## src/hdl/mexp_pkg.sv

```systemverilog
// Shared constants for the modular exponentiation core.
// Field widths, configuration register indexes. No dependencies.
package mexp_pkg;

  localparam int OPERAND_BITS   = 31;
  localparam int VALUE_BITS     = 32;
  localparam int REG_BITS       = 31;
  localparam int RESIDUE_BITS   = 31;
  localparam int CFG_INDEX_BITS = 8;

  localparam logic [CFG_INDEX_BITS-1:0] CFG_EXPONENT = CFG_INDEX_BITS'(0);
  localparam logic [CFG_INDEX_BITS-1:0] CFG_MODULUS  = CFG_INDEX_BITS'(1);

endpackage

```

## src/hdl/mexp_if.sv

```systemverilog
// Valid/ready channel interfaces of the modular exponentiation core.
// Depends on mexp_pkg for field widths.
interface mexp_in_if;
  logic                              valid;
  logic                              ready;
  logic [mexp_pkg::VALUE_BITS-1:0]   value;
  modport source (output valid, output value, input ready);
  modport sink   (input valid, input value, output ready);
endinterface

interface mexp_out_if;
  logic                              valid;
  logic                              ready;
  logic [mexp_pkg::RESIDUE_BITS-1:0] residue;
  modport source (output valid, output residue, input ready);
  modport sink   (input valid, input residue, output ready);
endinterface

interface mexp_cfg_if;
  logic                                valid;
  logic                                ready;
  logic [mexp_pkg::CFG_INDEX_BITS-1:0] index;
  logic [mexp_pkg::REG_BITS-1:0]       data;
  modport source (output valid, output index, output data, input ready);
  modport sink   (input valid, input index, input data, output ready);
endinterface

```

## src/hdl/mexp_reduce.sv

```systemverilog
// Bit-serial restoring remainder: value mod m, one value bit per cycle.
// Depends on mexp_pkg.
module mexp_reduce (
  input  logic                                clk,
  input  logic                                rst_n,
  input  logic                                start,
  input  logic [mexp_pkg::VALUE_BITS-1:0]     value,
  input  logic [mexp_pkg::OPERAND_BITS-1:0]   m,
  output logic                                done,
  output logic [mexp_pkg::OPERAND_BITS-1:0]   rem
);
  localparam int W       = mexp_pkg::OPERAND_BITS;
  localparam int V       = mexp_pkg::VALUE_BITS;
  localparam int CntBits = $clog2(V + 1);

  logic [V-1:0]       v_sh_r;
  logic [W-1:0]       rem_r, rem_nxt;
  logic [CntBits-1:0] cnt_r;
  logic               done_r;
  logic [W:0]         rem_sh, diff;

  always_comb begin
    rem_sh = {rem_r, v_sh_r[V-1]};
    diff   = rem_sh - {1'b0, m};
    if (rem_sh >= {1'b0, m}) begin
      rem_nxt = diff[W-1:0];
    end else begin
      rem_nxt = rem_sh[W-1:0];
    end
  end

  always_ff @(posedge clk) begin
    if (!rst_n) begin
      cnt_r  <= '0;
      done_r <= 1'b0;
    end else begin
      done_r <= 1'b0;
      if (start) begin
        cnt_r  <= CntBits'(V);
        rem_r  <= '0;
        v_sh_r <= value;
      end else if (cnt_r != '0) begin
        rem_r  <= rem_nxt;
        v_sh_r <= {v_sh_r[V-2:0], 1'b0};
        cnt_r  <= cnt_r - 1'b1;
        if (cnt_r == CntBits'(1)) begin
          done_r <= 1'b1;
        end
      end
    end
  end

  assign done = done_r;
  assign rem  = rem_r;
endmodule

```

## src/hdl/mexp_mulmod.sv

```systemverilog
// Bit-serial interleaved modular multiplier: a * b mod m, one bit of a per cycle.
// Requires a, b < m. Depends on mexp_pkg.
module mexp_mulmod (
  input  logic                              clk,
  input  logic                              rst_n,
  input  logic                              start,
  input  logic [mexp_pkg::OPERAND_BITS-1:0] a,
  input  logic [mexp_pkg::OPERAND_BITS-1:0] b,
  input  logic [mexp_pkg::OPERAND_BITS-1:0] m,
  output logic                              done,
  output logic [mexp_pkg::OPERAND_BITS-1:0] product
);
  localparam int W       = mexp_pkg::OPERAND_BITS;
  localparam int CntBits = $clog2(W + 1);

  logic [W-1:0]       a_sh_r;
  logic [W-1:0]       acc_r, acc_nxt;
  logic [CntBits-1:0] cnt_r;
  logic               done_r;
  logic [W+1:0]       t, m1, m2, d1, d2;

  always_comb begin
    m1 = {2'b00, m};
    m2 = {1'b0, m, 1'b0};
    t  = {1'b0, acc_r, 1'b0} + {2'b00, (a_sh_r[W-1] ? b : {W{1'b0}})};
    d1 = t - m1;
    d2 = t - m2;
    priority if (t >= m2) begin
      acc_nxt = d2[W-1:0];
    end else if (t >= m1) begin
      acc_nxt = d1[W-1:0];
    end else begin
      acc_nxt = t[W-1:0];
    end
  end

  always_ff @(posedge clk) begin
    if (!rst_n) begin
      cnt_r  <= '0;
      done_r <= 1'b0;
    end else begin
      done_r <= 1'b0;
      if (start) begin
        cnt_r  <= CntBits'(W);
        acc_r  <= '0;
        a_sh_r <= a;
      end else if (cnt_r != '0) begin
        acc_r  <= acc_nxt;
        a_sh_r <= {a_sh_r[W-2:0], 1'b0};
        cnt_r  <= cnt_r - 1'b1;
        if (cnt_r == CntBits'(1)) begin
          done_r <= 1'b1;
        end
      end
    end
  end

  assign done    = done_r;
  assign product = acc_r;
endmodule

```

## src/hdl/modular_exponentiation_core.sv

```systemverilog
// Modular exponentiation core: residue = value ** exponent mod modulus.
// Right-to-left square-and-multiply over all OPERAND_BITS exponent bits. When the
// modulus is zero, the item goes straight to the output with a zero result.
// Otherwise the remainder of the value by the modulus comes first and is picked
// up as the base. Then, for each exponent bit, two one-bit-per-cycle modular
// multipliers work side by side (square and conditional multiply). Each such pass
// starts both multipliers and picks up their products. Last, the result register
// is loaded once it is empty or its result is taken. The next item can be accepted
// as soon as the result shows. One item is in work at a time; the result register
// frees the next item to enter while the previous result waits. Configuration
// writes are always taken.
// Depends on mexp_pkg, mexp_if, mexp_reduce, mexp_mulmod.
module modular_exponentiation_core (
  input  logic            clk,
  input  logic            rst_n,
  mexp_in_if.sink         in_if,
  mexp_out_if.source      out_if,
  mexp_cfg_if.sink        cfg_if
);
  localparam int W       = mexp_pkg::OPERAND_BITS;
  localparam int BitBits = $clog2(W + 1);

  typedef enum logic [2:0] {
    S_IDLE,
    S_REDUCE,
    S_MUL,
    S_OUT
  } state_t;

  state_t                              state_r;
  logic [W-1:0]                        exponent_r;
  logic [W-1:0]                        modulus_r;
  logic [W-1:0]                        e_sh_r;
  logic [W-1:0]                        acc_r;
  logic [W-1:0]                        base_r;
  logic [BitBits-1:0]                  bit_cnt_r;
  logic                                mul_start_r;
  logic                                out_valid_r;
  logic [mexp_pkg::RESIDUE_BITS-1:0]   residue_r;

  logic         in_acc;
  logic         out_load;
  logic         red_done;
  logic [W-1:0] red_rem;
  logic         sq_done, ml_done;
  logic [W-1:0] sq_res, ml_res;

  assign in_acc   = in_if.valid && in_if.ready;
  assign out_load = (state_r == S_OUT) && (!out_valid_r || out_if.ready);

  mexp_reduce u_reduce (
    .clk   (clk),
    .rst_n (rst_n),
    .start (in_acc),
    .value (in_if.value),
    .m     (modulus_r),
    .done  (red_done),
    .rem   (red_rem)
  );

  mexp_mulmod u_square (
    .clk     (clk),
    .rst_n   (rst_n),
    .start   (mul_start_r),
    .a       (base_r),
    .b       (base_r),
    .m       (modulus_r),
    .done    (sq_done),
    .product (sq_res)
  );

  mexp_mulmod u_multiply (
    .clk     (clk),
    .rst_n   (rst_n),
    .start   (mul_start_r),
    .a       (acc_r),
    .b       (base_r),
    .m       (modulus_r),
    .done    (ml_done),
    .product (ml_res)
  );

  // config registers
  always_ff @(posedge clk) begin
    if (!rst_n) begin
      exponent_r <= '0;
      modulus_r  <= W'(1);
    end else if (cfg_if.valid && cfg_if.ready) begin
      if (cfg_if.index == mexp_pkg::CFG_EXPONENT) begin
        exponent_r <= cfg_if.data[W-1:0];
      end
      if (cfg_if.index == mexp_pkg::CFG_MODULUS) begin
        modulus_r <= cfg_if.data[W-1:0];
      end
    end
  end

  always_ff @(posedge clk) begin
    if (!rst_n) begin
      state_r     <= S_IDLE;
      mul_start_r <= 1'b0;
      out_valid_r <= 1'b0;
      bit_cnt_r   <= '0;
    end else begin
      if (out_load) begin
        out_valid_r <= 1'b1;
      end else if (out_if.ready) begin
        out_valid_r <= 1'b0;
      end
      unique case (state_r)
        S_IDLE: begin
          if (in_acc) begin
            e_sh_r    <= exponent_r;
            bit_cnt_r <= BitBits'(W);
            acc_r     <= (modulus_r > W'(1)) ? W'(1) : '0;
            if (modulus_r == '0) begin
              state_r <= S_OUT;
            end else begin
              state_r <= S_REDUCE;
            end
          end
        end
        S_REDUCE: begin
          if (red_done) begin
            base_r      <= red_rem;
            mul_start_r <= 1'b1;
            state_r     <= S_MUL;
          end
        end
        S_MUL: begin
          if (sq_done && ml_done) begin
            base_r    <= sq_res;
            if (e_sh_r[0]) begin
              acc_r <= ml_res;
            end
            e_sh_r    <= {1'b0, e_sh_r[W-1:1]};
            bit_cnt_r <= bit_cnt_r - 1'b1;
            if (bit_cnt_r == BitBits'(1)) begin
              mul_start_r <= 1'b0;
              state_r     <= S_OUT;
            end else begin
              mul_start_r <= 1'b1;
            end
          end else begin
            mul_start_r <= 1'b0;
          end
        end
        S_OUT: begin
          if (out_load) begin
            residue_r <= mexp_pkg::RESIDUE_BITS'(acc_r);
            state_r   <= S_IDLE;
          end
        end
        default: begin
          state_r <= S_IDLE;
        end
      endcase
    end
  end

  assign in_if.ready    = (state_r == S_IDLE);
  assign out_if.valid   = out_valid_r;
  assign out_if.residue = residue_r;
  assign cfg_if.ready   = 1'b1;
endmodule

```

## src/flat_wrapper.sv

```systemverilog
// flat-port wrapper written by rule: the top's interface ports become plain ports
module modular_exponentiation_core_flat 
  (clk, rst_n, in_if_valid, in_if_value, in_if_ready, out_if_valid, out_if_residue, out_if_ready, cfg_if_valid, cfg_if_index, cfg_if_data, cfg_if_ready);
  mexp_in_if in_if_i ();
  mexp_out_if out_if_i ();
  mexp_cfg_if cfg_if_i ();
  input  logic clk;
  input  logic rst_n;
  input wire logic [$bits(in_if_i.valid)-1:0] in_if_valid;
  input wire logic [$bits(in_if_i.value)-1:0] in_if_value;
  output wire logic [$bits(in_if_i.ready)-1:0] in_if_ready;
  output wire logic [$bits(out_if_i.valid)-1:0] out_if_valid;
  output wire logic [$bits(out_if_i.residue)-1:0] out_if_residue;
  input wire logic [$bits(out_if_i.ready)-1:0] out_if_ready;
  input wire logic [$bits(cfg_if_i.valid)-1:0] cfg_if_valid;
  input wire logic [$bits(cfg_if_i.index)-1:0] cfg_if_index;
  input wire logic [$bits(cfg_if_i.data)-1:0] cfg_if_data;
  output wire logic [$bits(cfg_if_i.ready)-1:0] cfg_if_ready;
  assign in_if_i.valid = in_if_valid;
  assign in_if_i.value = in_if_value;
  assign in_if_ready = in_if_i.ready;
  assign out_if_valid = out_if_i.valid;
  assign out_if_residue = out_if_i.residue;
  assign out_if_i.ready = out_if_ready;
  assign cfg_if_i.valid = cfg_if_valid;
  assign cfg_if_i.index = cfg_if_index;
  assign cfg_if_i.data = cfg_if_data;
  assign cfg_if_ready = cfg_if_i.ready;
  modular_exponentiation_core u_core (.clk(clk), .rst_n(rst_n), .in_if(in_if_i), .out_if(out_if_i), .cfg_if(cfg_if_i));
endmodule
```

## config.mk

```make
export PLATFORM = sky130hd
export DESIGN_NAME = modular_exponentiation_core_flat
export DESIGN_NICKNAME = d
export VERILOG_FILES = /design/src/hdl/mexp_pkg.sv /design/src/hdl/mexp_if.sv /design/src/hdl/mexp_reduce.sv /design/src/hdl/mexp_mulmod.sv /design/src/hdl/modular_exponentiation_core.sv /design/src/flat_wrapper.sv
export SDC_FILE = /design/constraint.sdc
export NUM_CORES = 1
export LEC_CHECK = 0
export BUFFER_PORTS_ARGS = -buffer_cell sky130_fd_sc_hd__buf_2
export CAP_MARGIN = 20
export CORE_MARGIN = 4
export CORE_UTILIZATION = 50
export CTS_CLUSTER_DIAMETER = 50
export DETAILED_ROUTE_END_ITERATION = 10
export GPL_ROUTABILITY_DRIVEN = 0
export GPL_TIMING_DRIVEN = 0
export HOLD_SLACK_MARGIN = 0.1
export PLACE_DENSITY = 0.78
export SLEW_MARGIN = 40
export SYNTH_ARGS = -nofsm -noshare
export SYNTH_HDL_FRONTEND = slang
export SYNTH_SLANG_ARGS = --single-unit
```

## constraint.sdc

```tcl
create_clock -name clk -period 10.35 [get_ports clk]
set_clock_uncertainty 0.05 [all_clocks]
set_input_delay 2.07 -clock clk [delete_from_list [all_inputs] [get_ports clk]]
set_output_delay 2.07 -clock clk [all_outputs]
set_load 0.01 [all_outputs]
```

==> results.py <==
metrics = {
    "status": {
        "status": "finished, final reports clean",
    },
    "detailed_routing": {
        "wire_per_inst_um": 20.2,
        "ant_nets": 0,
        "drc": 0,
        "vias_per_cell": 5.99,
        "dr.pass1.iters": 6,
        "initialDrtViolationCount": 2390,
        "wl_um": 78800,
        "vias": 23400,
    },
    "sta": {
        "slew_headroom_pct": 41.5,
        "grt_setup_unrepaired": "false",
        "hold_viol_final": 0,
        "setup-violations-final": 0,
        "final.period_utilization_pct": 72.6,
        "max_clock_freq_mhz": 133,
        "tns_ns": 0,
        "worst_pin_slew_ns": 0.877,
        "min_period_ns": 7.51,
        "drv_slew": 0,
    },
    "cts": {
        "clk_latency_ns": 0.60,
        "ctsHoldBuffers": 0,
        "tritoncts": "done",
        "htree_levels": 2,
        "ctsRootBufferMaster": "clkbuf_16",
        "cts_buffers": 48,
        "cts_resized": 0,
        "clock-sinks": 401,
        "path_clk_slew_ns": 0.06,
        "cts_setup_buffers": 0,
        "clk_path_buf_depth": 3,
    },
    "floorplanning": {
        "core_area_um2": 55500,
        "start_util_pct": 50.9,
        "ios": 110,
        "die_w_um": 246,
        "die_h_um": 246,
        "row_count": 86,
        "fp.dieArea_um2": 60300,
    },
    "global_routing": {
        "grt_max_degree": 38,
        "grt_pass1_vias": 22200,
        "overflow": 0,
        "antenna_found_initial": 0,
        "grt_usage_pct": 25.4,
        "grt_first_pass_wirelength_um": 121000,
    },
    "worst_setup_path": {
        "critPathRequiredTime_ns": 10.72,
        "crit_path_end_kind": "flip-flop",
        "critical-path-max-stage-delay_ns": 0.73,
        "cp_max_fo": 10,
        "cp.depth": 22,
        "ff2ff_setup_slack_ns": 2.84,
        "rr_endpoint": "u_core.u_square.product[26]",
        "cp-start-kind": "flip-flop",
        "reg2reg_depth": 22,
        "crit_arrival_ns": 7.88,
        "r2r-start": "u_core.u_square.a_sh_r[30]",
        "path_buf_inv": 2,
        "cp_top_family": "simple AND/OR/NAND/NOR gates",
        "slowest_stage": "nor4_1",
        "cp_cell_sequence": "clkbuf_1, and2_1, ha_1, fa_1, a211oi_1, o21ai_1, o211ai_1, o21a_1, o21ai_0, a311oi_1, xnor2_1, ha_1, nand4_1, nor2_1, nand3_1, or3_1, nor4_1, nor3_1, o211ai_1, clkbuf_1, nand2_1, o22ai_1",
        "critPathKind": "flip-flop to flip-flop",
    },
    "yosys": {
        "syn_nets": 3272,
        "syn_avg_cell_area_um2": 9.54,
        "synth_edf_count": 311,
        "synth_area_um2": 28200,
        "syn_inst": 2959,
        "ys_seq_area_share_pct": 39.5,
        "synthArstFlopShare_pct": 0,
        "yosysWarnings": 0,
        "ys.flop_type": "edfxtp_1",
        "synth_cell_type_count": 89,
        "synth_seq_cells": 401,
    },
    "final_layout": {
        "fin_util_pct": 56.7,
        "layout.cells.most_common_list": "nand2_1, edfxtp_1, a21oi_1",
        "syn_to_final_growth_pct": 11.6,
        "drive_above_1_share_pct": 11.8,
        "layout_commonest_cell": "nand2_1",
        "final_nets": 3438,
        "stdcell_count": 3908,
    },
    "placed_design": {
        "dp_hpwl_um": 61300,
        "port_buffers": 107,
        "dpl.cell_count": 3822,
    },
    "hold_path": {
        "min_to": "u_core.out_if.residue[15]",
        "hp-class": "flip-flop to flip-flop",
        "whs_path_depth": 0,
        "min_from": "u_core.acc_r[15]",
    },
    "flow_run": {
        "maxCapViolations": 0,
    },
}
-- cells by family after synthesis --
group | synth area share, %
compound gates | 19.0
xor+xnor | 6.05
fa+ha+maj | 10.7
buf+inv | 2.99
flops | 39.5
mux | 6.79
other cells | 0.0133
simple gates | 15.1
-- through the flow --
stage / area (µm²) / setup slack, ns / hold slack (ns)
after floorplan: 28200 / 4.06 / 0.368
after global placement: 29700 / 1.87 / 0.372
after detailed placement: 29900 / 3.08 / 0.382
after CTS: 31500 / 3.07 / 0.396
after global routing: 31500 / 2.63 / 0.412
final: 31500 / 2.84 / 0.395
-- flip-flops by register name (all words and copies together) (netlist names) --
name	count
u_core.acc_r	31
u_core.base_r	31
u_core.bit_cnt_r	5
u_core.e_sh_r	31
u_core.exponent_r	31
u_core.modulus_r	31
u_core.mul_start_r	1
u_core.out_if.residue	31
u_core.out_if.valid	1
u_core.state_r	2
u_core.u_multiply.a_sh_r	31
u_core.u_multiply.cnt_r	5
u_core.u_multiply.done	1
u_core.u_multiply.product	31
u_core.u_reduce.cnt_r	6
u_core.u_reduce.done	1
u_core.u_reduce.rem	31
u_core.u_reduce.v_sh_r	32
u_core.u_square.a_sh_r	31
u_core.u_square.cnt_r	5
u_core.u_square.done	1
u_core.u_square.product	31
-- cell type report --
cell class / instances / area [µm²]
fill: 4898 / 24000
sequential: 401 / 11100
buffer: 107 / 460
inverter: 104 / 390
multi-input combinational: 2347 / 16300
clock buffer: 54 / 1290
timing repair buffer: 116 / 688
tap: 748 / 936
antenna: 1 / 2.50
clock inverter: 30 / 292
-- how the worst max path moves through the flow --
stage	from	endpoint	slack [ns]
after floorplan	rst_n	u_core.acc_r[0]	4.06
after global placement	rst_n	u_core.acc_r[27]	1.87
after CTS	u_core.u_square.a_sh_r[30]	u_core.u_square.product[26]	3.07
final	u_core.u_square.a_sh_r[30]	u_core.u_square.product[26]	2.84
after detailed placement	u_core.u_square.a_sh_r[30]	u_core.u_square.product[26]	3.08
after global routing	u_core.u_multiply.a_sh_r[30]	u_core.u_multiply.product[22]	2.63
-- cells in the mapped netlist (9+ instances only) --
library cell / count / area (µm²)
nand2b_1: 18 / 113
nand3_1: 46 / 230
a2111oi_0: 9 / 78.8
xor2_1: 60 / 526
a21o_1: 66 / 495
buf_2: 11 / 55.1
ha_1: 230 / 2880
xnor2_1: 135 / 1180
a21oi_1: 253 / 1270
a31oi_1: 23 / 144
nor2b_1: 28 / 175
o21a_1: 40 / 300
o211ai_1: 24 / 180
nand4_1: 25 / 156
or2_2: 9 / 56.3
nor3_1: 40 / 200
nor4_1: 23 / 144
mux2i_1: 52 / 521
and3_1: 21 / 131
and2_1: 107 / 669
nand2_1: 374 / 1400
dfxtp_1: 90 / 1800
nor2_1: 179 / 672
or3_1: 13 / 81.3
a21boi_0: 75 / 563
mux2_2: 122 / 1370
clkbuf_1: 84 / 315
inv_1: 103 / 387
o21bai_1: 19 / 143
o21ai_0: 138 / 691
a211oi_1: 46 / 345
o22ai_1: 18 / 113
o21ai_1: 14 / 70.1
o31ai_1: 11 / 82.6
edfxtp_1: 311 / 9340
-- layer usage --
metal  up-vias  share of wire (%)  track usage (%)
li1      11200                  -                -
met1     11000                 41             33.6
met2      1018                 45             40.8
met3       187                8.7             4.12
met4         0                4.9             12.1
met5         -                  0                0
-- worst reg2reg max path, stage by stage, from the launching register on --
cell      delay [ns]
edfxtp_1        0.55
clkbuf_1        0.30
and2_1          0.25
ha_1            0.22
fa_1            0.43
a211oi_1        0.32
o21ai_1         0.15
o211ai_1        0.16
o21a_1          0.20
o21ai_0         0.18
a311oi_1        0.39
xnor2_1         0.22
ha_1            0.44
nand4_1         0.18
nor2_1          0.14
nand3_1         0.12
or3_1           0.45
nor4_1          0.73
nor3_1          0.15
o211ai_1        0.33
clkbuf_1        0.59
nand2_1         0.46
o22ai_1         0.33
Power is not shown: default switching activity piles up to over one toggle a cycle in this logic, so the estimate is an artifact.
